`src/wsdf_pkg.sv`:
```
// Shared types, constants and helpers for the WebSocket frame deframer.
package wsdf_pkg;

    localparam int LENGTH_BITS_DEF = 64;
    localparam int QUEUE_DEPTH_DEF = 4;

    localparam logic [7:0] LEN7_EXT16 = 8'd126;
    localparam logic [7:0] LEN7_EXT64 = 8'd127;
    localparam logic [3:0] EXT16_BYTES = 4'd2;
    localparam logic [3:0] EXT64_BYTES = 4'd8;
    localparam logic [3:0] KEY_BYTES = 4'd4;

    localparam logic [3:0] OP_TEXT = 4'h1;
    localparam logic [3:0] OP_CLOSE = 4'h8;
    localparam logic [3:0] OP_PING = 4'h9;

    typedef enum logic [1:0] {
        KIND_TEXT  = 2'd0,
        KIND_CLOSE = 2'd1,
        KIND_PING  = 2'd2,
        KIND_OTHER = 2'd3
    } frame_kind_t;

    typedef enum logic [2:0] {
        PH_HDR0 = 3'd0,
        PH_HDR1 = 3'd1,
        PH_EXT  = 3'd2,
        PH_KEY  = 3'd3,
        PH_DATA = 3'd4
    } phase_t;

    typedef struct packed {
        logic [7:0] payload_byte;
        logic       has_byte;
        logic [1:0] frame_kind;
        logic [3:0] frame_opcode;
        logic       final_fragment;
        logic       last_of_frame;
    } result_t;

    function automatic logic [1:0] kind_of(input logic [3:0] op);
        logic [1:0] k;
        unique case (op)
            OP_TEXT:  k = KIND_TEXT;
            OP_CLOSE: k = KIND_CLOSE;
            OP_PING:  k = KIND_PING;
            default:  k = KIND_OTHER;
        endcase
        return k;
    endfunction

endpackage

```
`src/wsdf_front.sv`:
```
// Header parser and unmasker: accepts one byte a beat and pushes results.
module wsdf_front
    import wsdf_pkg::*;
#(
    parameter int LENGTH_BITS = LENGTH_BITS_DEF
)
(
    input  logic       clk,
    input  logic       rst_n,
    input  logic       accept,
    input  logic [7:0] rx_byte,
    output logic       push,
    output result_t    push_data
);

    phase_t                   phase_reg, phase_next;
    logic [3:0]               ext_reg, ext_next;
    logic [LENGTH_BITS-1:0]   rem_reg, rem_next;
    logic [31:0]              key_reg, key_next;
    logic [1:0]               kpos_reg, kpos_next;
    logic [3:0]               op_reg, op_next;
    logic                     masked_reg, masked_next;
    logic                     fin_reg, fin_next;

    logic [6:0]               len7;
    logic [LENGTH_BITS-1:0]   len7_ext;
    logic [LENGTH_BITS-1:0]   ext_shift;
    logic [3:0]               ext_dec;
    logic [7:0]               key_byte;
    logic                     rem_zero;
    logic                     rem_le1;
    logic                     emit;
    logic                     emit_has;
    logic                     emit_last;

    assign len7     = rx_byte[6:0];
    assign len7_ext = {{(LENGTH_BITS-7){1'b0}}, len7};
    assign ext_dec  = ext_reg - 4'd1;
    assign rem_zero = (rem_reg == '0);
    assign rem_le1  = (rem_reg[LENGTH_BITS-1:1] == '0);

    always_comb
    begin
        if (rem_reg[LENGTH_BITS-1:LENGTH_BITS-8] != 8'd0)
        begin
            ext_shift = '1;
        end
        else
        begin
            ext_shift = {rem_reg[LENGTH_BITS-9:0], rx_byte};
        end
    end

    always_comb
    begin
        case (kpos_reg)
            2'd0:    key_byte = key_reg[31:24];
            2'd1:    key_byte = key_reg[23:16];
            2'd2:    key_byte = key_reg[15:8];
            default: key_byte = key_reg[7:0];
        endcase
        if (!masked_reg)
        begin
            key_byte = 8'd0;
        end
    end

    // next state
    always_comb
    begin
        phase_next = phase_reg;
        unique case (phase_reg)
            PH_HDR1:
            begin
                if (len7 == LEN7_EXT16[6:0] || len7 == LEN7_EXT64[6:0])
                begin
                    phase_next = PH_EXT;
                end
                else if (rx_byte[7])
                begin
                    phase_next = PH_KEY;
                end
                else if (len7 == 7'd0)
                begin
                    phase_next = PH_HDR0;
                end
                else
                begin
                    phase_next = PH_DATA;
                end
            end
            PH_EXT:
            begin
                if (ext_dec == 4'd0)
                begin
                    if (masked_reg)
                    begin
                        phase_next = PH_KEY;
                    end
                    else if (ext_shift == '0)
                    begin
                        phase_next = PH_HDR0;
                    end
                    else
                    begin
                        phase_next = PH_DATA;
                    end
                end
            end
            PH_KEY:
            begin
                if (ext_dec == 4'd0)
                begin
                    phase_next = rem_zero ? PH_HDR0 : PH_DATA;
                end
            end
            PH_DATA:
            begin
                if (rem_le1)
                begin
                    phase_next = PH_HDR0;
                end
            end
            default:
            begin
                phase_next = PH_HDR1;
            end
        endcase
    end

    // datapath and outputs
    always_comb
    begin
        ext_next    = ext_reg;
        rem_next    = rem_reg;
        key_next    = key_reg;
        kpos_next   = kpos_reg;
        op_next     = op_reg;
        masked_next = masked_reg;
        fin_next    = fin_reg;
        emit        = 1'b0;
        emit_has    = 1'b0;
        emit_last   = 1'b0;
        unique case (phase_reg)
            PH_HDR1:
            begin
                masked_next = rx_byte[7];
                key_next    = 32'd0;
                kpos_next   = 2'd0;
                if (len7 == LEN7_EXT16[6:0])
                begin
                    rem_next = '0;
                    ext_next = EXT16_BYTES;
                end
                else if (len7 == LEN7_EXT64[6:0])
                begin
                    rem_next = '0;
                    ext_next = EXT64_BYTES;
                end
                else
                begin
                    rem_next = len7_ext;
                    if (rx_byte[7])
                    begin
                        ext_next = KEY_BYTES;
                    end
                    else if (len7 == 7'd0)
                    begin
                        emit      = 1'b1;
                        emit_last = 1'b1;
                    end
                end
            end
            PH_EXT:
            begin
                rem_next = ext_shift;
                ext_next = ext_dec;
                if (ext_dec == 4'd0)
                begin
                    kpos_next = 2'd0;
                    if (masked_reg)
                    begin
                        ext_next = KEY_BYTES;
                    end
                    else if (ext_shift == '0)
                    begin
                        emit      = 1'b1;
                        emit_last = 1'b1;
                    end
                end
            end
            PH_KEY:
            begin
                key_next = {key_reg[23:0], rx_byte};
                ext_next = ext_dec;
                if (ext_dec == 4'd0)
                begin
                    kpos_next = 2'd0;
                    if (rem_zero)
                    begin
                        emit      = 1'b1;
                        emit_last = 1'b1;
                    end
                end
            end
            PH_DATA:
            begin
                kpos_next = kpos_reg + 2'd1;
                if (!rem_zero)
                begin
                    rem_next = rem_reg - LENGTH_BITS'(1);
                end
                emit      = 1'b1;
                emit_has  = 1'b1;
                emit_last = rem_le1;
            end
            default:
            begin
                fin_next  = rx_byte[7];
                op_next   = rx_byte[3:0];
                ext_next  = 4'd0;
                kpos_next = 2'd0;
            end
        endcase
    end

    assign push                     = accept && emit;
    assign push_data.payload_byte   = emit_has ? (rx_byte ^ key_byte) : 8'd0;
    assign push_data.has_byte       = emit_has;
    assign push_data.frame_kind     = kind_of(op_reg);
    assign push_data.frame_opcode   = op_reg;
    assign push_data.final_fragment = fin_reg;
    assign push_data.last_of_frame  = emit_last;

    always_ff @(posedge clk or negedge rst_n)
    begin
        if (!rst_n)
        begin
            phase_reg  <= PH_HDR0;
            ext_reg    <= 4'd0;
            rem_reg    <= '0;
            key_reg    <= 32'd0;
            kpos_reg   <= 2'd0;
            op_reg     <= 4'd0;
            masked_reg <= 1'b0;
            fin_reg    <= 1'b0;
        end
        else if (accept)
        begin
            phase_reg  <= phase_next;
            ext_reg    <= ext_next;
            rem_reg    <= rem_next;
            key_reg    <= key_next;
            kpos_reg   <= kpos_next;
            op_reg     <= op_next;
            masked_reg <= masked_next;
            fin_reg    <= fin_next;
        end
    end

endmodule

```
`src/wsdf_queue.sv`:
```
// Short result queue between the parser and the output stage.
module wsdf_queue
    import wsdf_pkg::*;
#(
    parameter int QUEUE_DEPTH = QUEUE_DEPTH_DEF
)
(
    input  logic    clk,
    input  logic    rst_n,
    input  logic    push,
    input  result_t push_data,
    input  logic    pop,
    output logic    not_empty,
    output logic    full,
    output result_t head
);

    localparam int PTR_W = (QUEUE_DEPTH > 1) ? $clog2(QUEUE_DEPTH) : 1;
    localparam int CNT_W = $clog2(QUEUE_DEPTH + 1);

    result_t            slot_reg [QUEUE_DEPTH];
    logic [PTR_W-1:0]   wr_ptr_reg, wr_ptr_next;
    logic [PTR_W-1:0]   rd_ptr_reg, rd_ptr_next;
    logic [CNT_W-1:0]   count_reg, count_next;
    logic               do_push;
    logic               do_pop;

    assign not_empty = (count_reg != '0);
    assign full      = (count_reg == CNT_W'(QUEUE_DEPTH));
    assign head      = slot_reg[rd_ptr_reg];
    assign do_push   = push && !full;
    assign do_pop    = pop && not_empty;

    always_comb
    begin
        wr_ptr_next = wr_ptr_reg;
        rd_ptr_next = rd_ptr_reg;
        count_next  = count_reg;
        if (do_push)
        begin
            wr_ptr_next = (wr_ptr_reg == PTR_W'(QUEUE_DEPTH - 1)) ? '0 : wr_ptr_reg + PTR_W'(1);
        end
        if (do_pop)
        begin
            rd_ptr_next = (rd_ptr_reg == PTR_W'(QUEUE_DEPTH - 1)) ? '0 : rd_ptr_reg + PTR_W'(1);
        end
        if (do_push && !do_pop)
        begin
            count_next = count_reg + CNT_W'(1);
        end
        else if (do_pop && !do_push)
        begin
            count_next = count_reg - CNT_W'(1);
        end
    end

    always_ff @(posedge clk)
    begin
        if (do_push)
        begin
            slot_reg[wr_ptr_reg] <= push_data;
        end
    end

    always_ff @(posedge clk or negedge rst_n)
    begin
        if (!rst_n)
        begin
            wr_ptr_reg <= '0;
            rd_ptr_reg <= '0;
            count_reg  <= '0;
        end
        else
        begin
            wr_ptr_reg <= wr_ptr_next;
            rd_ptr_reg <= rd_ptr_next;
            count_reg  <= count_next;
        end
    end

endmodule

```
`src/wsdf_back.sv`:
```
// Output register stage: drains the queue onto the result channel.
module wsdf_back
    import wsdf_pkg::*;
(
    input  logic    clk,
    input  logic    rst_n,
    input  logic    q_not_empty,
    input  result_t q_head,
    output logic    pop,
    output logic    out_valid,
    input  logic    out_stall,
    output result_t out_data
);

    logic    valid_reg, valid_next;
    result_t data_reg;
    logic    load;

    assign load      = !valid_reg || !out_stall;
    assign pop       = load && q_not_empty;
    assign valid_next = load ? q_not_empty : valid_reg;
    assign out_valid = valid_reg;
    assign out_data  = data_reg;

    always_ff @(posedge clk)
    begin
        if (pop)
        begin
            data_reg <= q_head;
        end
    end

    always_ff @(posedge clk or negedge rst_n)
    begin
        if (!rst_n)
        begin
            valid_reg <= 1'b0;
        end
        else
        begin
            valid_reg <= valid_next;
        end
    end

endmodule

```
`src/websocket_frame_deframer.sv`:
```
// Top level: WebSocket frame deframer, one received byte per beat.
// Results pass the result queue, then the output register that drives out_valid.
// Throughput: one byte per cycle while in_stall is low; the parser updates its state once per byte.
// in_stall rises only while the result queue is full (output side stalled).
// Reset is asynchronous, active low: parser returns to the first header byte,
// queue and output register empty.
module websocket_frame_deframer
    import wsdf_pkg::*;
#(
    parameter int LENGTH_BITS = LENGTH_BITS_DEF,
    parameter int QUEUE_DEPTH = QUEUE_DEPTH_DEF
)
(
    input  logic       clk,
    input  logic       rst_n,
    input  logic       in_valid,
    output logic       in_stall,
    input  logic [7:0] rx_byte,
    output logic       out_valid,
    input  logic       out_stall,
    output logic [7:0] payload_byte,
    output logic       has_byte,
    output logic [1:0] frame_kind,
    output logic [3:0] frame_opcode,
    output logic       final_fragment,
    output logic       last_of_frame
);

    logic    accept;
    logic    push;
    result_t push_data;
    logic    q_full;
    logic    q_not_empty;
    result_t q_head;
    logic    pop;
    result_t out_data;

    assign in_stall = q_full;
    assign accept   = in_valid && !q_full;

    wsdf_front #(
        .LENGTH_BITS (LENGTH_BITS)
    ) u_front (
        .clk       (clk),
        .rst_n     (rst_n),
        .accept    (accept),
        .rx_byte   (rx_byte),
        .push      (push),
        .push_data (push_data)
    );

    wsdf_queue #(
        .QUEUE_DEPTH (QUEUE_DEPTH)
    ) u_queue (
        .clk       (clk),
        .rst_n     (rst_n),
        .push      (push),
        .push_data (push_data),
        .pop       (pop),
        .not_empty (q_not_empty),
        .full      (q_full),
        .head      (q_head)
    );

    wsdf_back u_back (
        .clk         (clk),
        .rst_n       (rst_n),
        .q_not_empty (q_not_empty),
        .q_head      (q_head),
        .pop         (pop),
        .out_valid   (out_valid),
        .out_stall   (out_stall),
        .out_data    (out_data)
    );

    assign payload_byte   = out_data.payload_byte;
    assign has_byte       = out_data.has_byte;
    assign frame_kind     = out_data.frame_kind;
    assign frame_opcode   = out_data.frame_opcode;
    assign final_fragment = out_data.final_fragment;
    assign last_of_frame  = out_data.last_of_frame;

endmodule

```
`config.mk`:
```
export PLATFORM = sky130hd
export DESIGN_NAME = websocket_frame_deframer
export DESIGN_NICKNAME = d
export VERILOG_FILES = /design/src/wsdf_pkg.sv /design/src/wsdf_front.sv /design/src/wsdf_queue.sv /design/src/wsdf_back.sv /design/src/websocket_frame_deframer.sv
export SDC_FILE = /design/constraint.sdc
export NUM_CORES = 1
export LEC_CHECK = 0
export ABC_AREA = 1
export BUFFER_PORTS_ARGS = -buffer_cell sky130_fd_sc_hd__buf_4
export CAP_MARGIN = 20
export CORE_ASPECT_RATIO = 1.4
export CORE_MARGIN = 8
export CORE_UTILIZATION = 57
export CTS_BUF_LIST = sky130_fd_sc_hd__clkbuf_16
export CTS_CLUSTER_SIZE = 24
export DETAILED_ROUTE_END_ITERATION = 6
export GPL_TIMING_DRIVEN = 0
export PLACE_DENSITY = 0.77
export SLEW_MARGIN = 20
export SYNTH_ARGS = -nofsm -noshare
export SYNTH_HDL_FRONTEND = slang
export SYNTH_HIERARCHICAL = 1
export SYNTH_SLANG_ARGS = --single-unit
export TNS_END_PERCENT = 20
```
`constraint.sdc`:
```
create_clock -name clk -period 2.9 [get_ports clk]
set_clock_uncertainty 0.2 [all_clocks]
set_input_delay 0.58 -clock clk [delete_from_list [all_inputs] [get_ports clk]]
set_output_delay 0.58 -clock clk [all_outputs]
set_load 0.01 [all_outputs]
```
==> reports/summary.txt <==
outcome -> finished with violations
failing checks -> setup timing
maximum number of pins on one net before global-route repair -> 88
Seq pwr share -> 0.346
power density cells -> 1140 nW/um^2
Final HPWL DP -> 28200 um
# IOs -> 31
WHS Endpoint -> u_back/out_valid
routed wire length -> 41200 um
Post-DRT Antenna Nets -> 0
placed cell count -> 1793
Largest register FFs -> 68
Clock Sinks -> 204
top cells by area, synth -> dfrtp_1, edfxtp_1, nand2_1
flops & latches, synth -> 204
crit path buf inv count -> 4
Overall Power -> 0.0159 W
DRC errors left -> 0
Synthesized Nets -> 1528
Critical Path RT -> 3.09 ns
first-pass GRT wire length -> 62100 um
area leader, netlist -> dfrtp_1
sequential fraction of the synthesis area -> 0.473
worst-path maximum fanout -> 6
post-route minimum period -> 3.01 ns
vias in the first global route -> 11300
full die area -> 25400 sq um
Worst R2R Setup Slack -> -0.11 ns
ratio of cells with drive above 1 in the final layout -> 0.200
Comb pwr share -> 0.490
Die H -> 186 um
Internal -> 0.00842 W
Pleak -> 5.86 nW
Port Buffers -> 30
post-synth top area share -> 0.255
worst r2r dst -> u_queue/count_reg[2]
CTS Buffer Depth -> 3
Placement Setup Slack -> -0.750 ns
Vias/cell -> 6.09
cell breakdown of the critical path -> nor2_4, nand2_2, nor2_4, inv_1, nor2_4, nand2_2, nor2_2, nand4_1, nand3_1, nand2_2, inv_2, nand2_4, inv_4, ha_4, inv_4, fa_2, nand2_2, nand3_2, nand2_1, nand2_1
Hold Path Stages -> 3
Clock H-tree levels -> 1
GRT Overall Usage -> 0.323
gr ovfl total -> 0
Site Rows -> 62
Main synth FF type -> dfrtp_1
P_sw -> 0.00748 W
Ant. Diodes -> 0
DR pass1 iterations -> 6
VDD IR max -> 574 uV
critical path type -> reg -> reg
synthesis-to-layout area growth -> 19.2%
cell mode on critical path -> nand2_2
Die X -> 137 um
CTS tree -> built
post-synth design cell area -> 11700 sq um
Worst-Margin Slew -> 0.849 ns
kind of cell adding the most delay to the critical path -> simple AND/OR/NAND/NOR gates
worst r2r src -> u_front/rem_reg[26]
Finish-stage setup viols -> 15
R2R cell count -> 20
CP max stage cell -> dfrtp_2
Highest Clock Rate -> 333 MHz
Clock power frac -> 0.164
Avg Synthesized Cell Area -> 7.79 sq um
root buf cell -> clkbuf_16
switching part of the total -> 0.471
Num CTS Buffers -> 21
CP Capture Type -> register
clk_lat worst skew -> 0.51 ns
Crit path largest cell delay -> 0.49 ns
Setup WS post-layout -> -0.107 ns
synth cell count leaders -> nand2_1, nor2_1, inv_1
Reg clk slew, reported paths -> 0.07 ns
maxcap violations -> 0
yosys warns -> 6
Final Hold Vio Count -> 0
Max Slew Vio Count -> 0
initial antenna violation count -> 0
Arr. time, crit path -> 3.20 ns
most numerous cell in the Yosys netlist -> nand2_1
Layout Cells excl Fill -> 1895
fill cell count -> 1694
nature of the critical path startpoint -> register
gp weighted congestion -> 1.03
Slew headroom -> 0.434
synthesized instance count -> 1502
Final Cycle Share -> 1.04
Yosys cell types -> 43
Hold Crit Class -> in -> reg
RSZ-0062 raised after global routing -> true
EDFF count, synth -> 85
initial DRC count -> 1037
async set-reset flop share out of synthesis -> 0.583
Starting Density -> 0.576
worst hold path startpoint -> out_stall
Layout Nets -> 1650
core area -> 20300 sq um
Vias -> 11500
DR WL/cell -> 21.7 um
## per-stage QoR
stage | TNS (ns) | utilization | cell area [sq um] | hold WS (ns)
after floorplan | -12.47 | - | 11700 | 0.0844
after global placement | -88.41 | 0.602 | 12200 | 0.285
after detailed placement | -36.83 | 0.607 | 12300 | 0.264
after CTS | -0.534 | 0.669 | 13600 | 0.101
after global routing | -8.42 | 0.686 | 13900 | 0.131
final | -1.25 | 0.686 | 13900 | 0.108
## routing by layer
| metal | vias to the layer above | track usage | wire length [um] |
|---|---|---|---|
| met3 | 242 | 0.0662 | 3130 |
| met2 | 643 | 0.554 | 20100 |
| li1 | 5232 | - | - |
| met5 | - | 0 | 0 |
| met1 | 5425 | 0.323 | 13800 |
| met4 | 0 | 0.289 | 4160 |
## repair_timing
action                                  in CTS  in global routing
endpoints found under the setup margin      71                 93
gates resized for setup                    119                 50
endpoints found under the hold margin       32                  0
hold buffers                                 1                  0
pin swaps                                   18                 24
buffers inserted                            37                 26
## kinds of logic (layout without fill, tap and decap cells)
group,count (synthesis),after routing,synth area share
adder cells (fa/ha/maj),14,14,0.0156
AO/OA/AOI/OAI,318,318,0.156
XOR/XNOR,9,9,0.00674
AND/OR/NAND/NOR,708,708,0.256
flip-flops,204,204,0.473
buffers and inverters,249,386,0.0930
## power groups by stage
stage	Combinational [W]	Sequential, W	Clock, W
4_1_cts	0.00719	0.00539	0.00264
2_1_floorplan	0.00447	0.00495	0
5_1_grt	0.00846	0.00557	0.00274
6_report	0.00779	0.00551	0.00260
3_3_place_gp	0.00628	0.00535	0
3_5_place_dp	0.00645	0.00537	0
## area by class of cell
cell class,count,area [sq um],area share
repair buffers,99,805,0.0577
plain buffers,62,400,0.0287
multi-input cells,1049,5470,0.392
clock buffers,21,526,0.0377
inverters,187,718,0.0515
flip-flops and latches,204,5590,0.401
clock inverters,17,118,0.00844
well taps,256,320,0.0230
## tightest hold or removal path, stage by stage
cell and delay, ns:
buf_4 0.10, nand2_1 0.05, nand2_1 0.06
## cell usage in the layout (no fill, tap or decap), types with 6 or more instances in the layout
cell type,instances
nand2_1,305
nor2_1,184
inv_1,174
o21ai_0,158
buf_4,98
edfxtp_1,85
nand3_1,79
dfrtp_1,71
dfrtp_2,48
a21oi_1,47
a31oi_1,40
nor2_4,33
o211ai_1,31
clkbuf_1,27
nor2_2,21
clkbuf_16,21
nand2_2,20
buf_6,19
nor3_1,17
nand4_1,15
nor4_1,11
ha_1,11
o21ai_1,10
buf_2,9
inv_2,9
a221oi_1,9
o22ai_1,9
or2_2,7
clkinv_2,6
## worst max-delay path by stage
stage	from	end	cells past startpoint
2_1_floorplan	u_front/rem_reg[0]	u_queue/slot_reg[0][0]	14
3_3_place_gp	u_front/rem_reg[60]	u_queue/slot_reg[3][7]	14
3_5_place_dp	u_front/rem_reg[60]	u_queue/slot_reg[3][7]	15
4_1_cts	u_front/rem_reg[60]	u_queue/slot_reg[0][16]	15
5_1_grt	u_front/rem_reg[12]	u_queue/count_reg[2]	20
6_report	u_front/rem_reg[26]	u_queue/count_reg[2]	20
No activity file was read; power rests on OpenSTA's default activity.
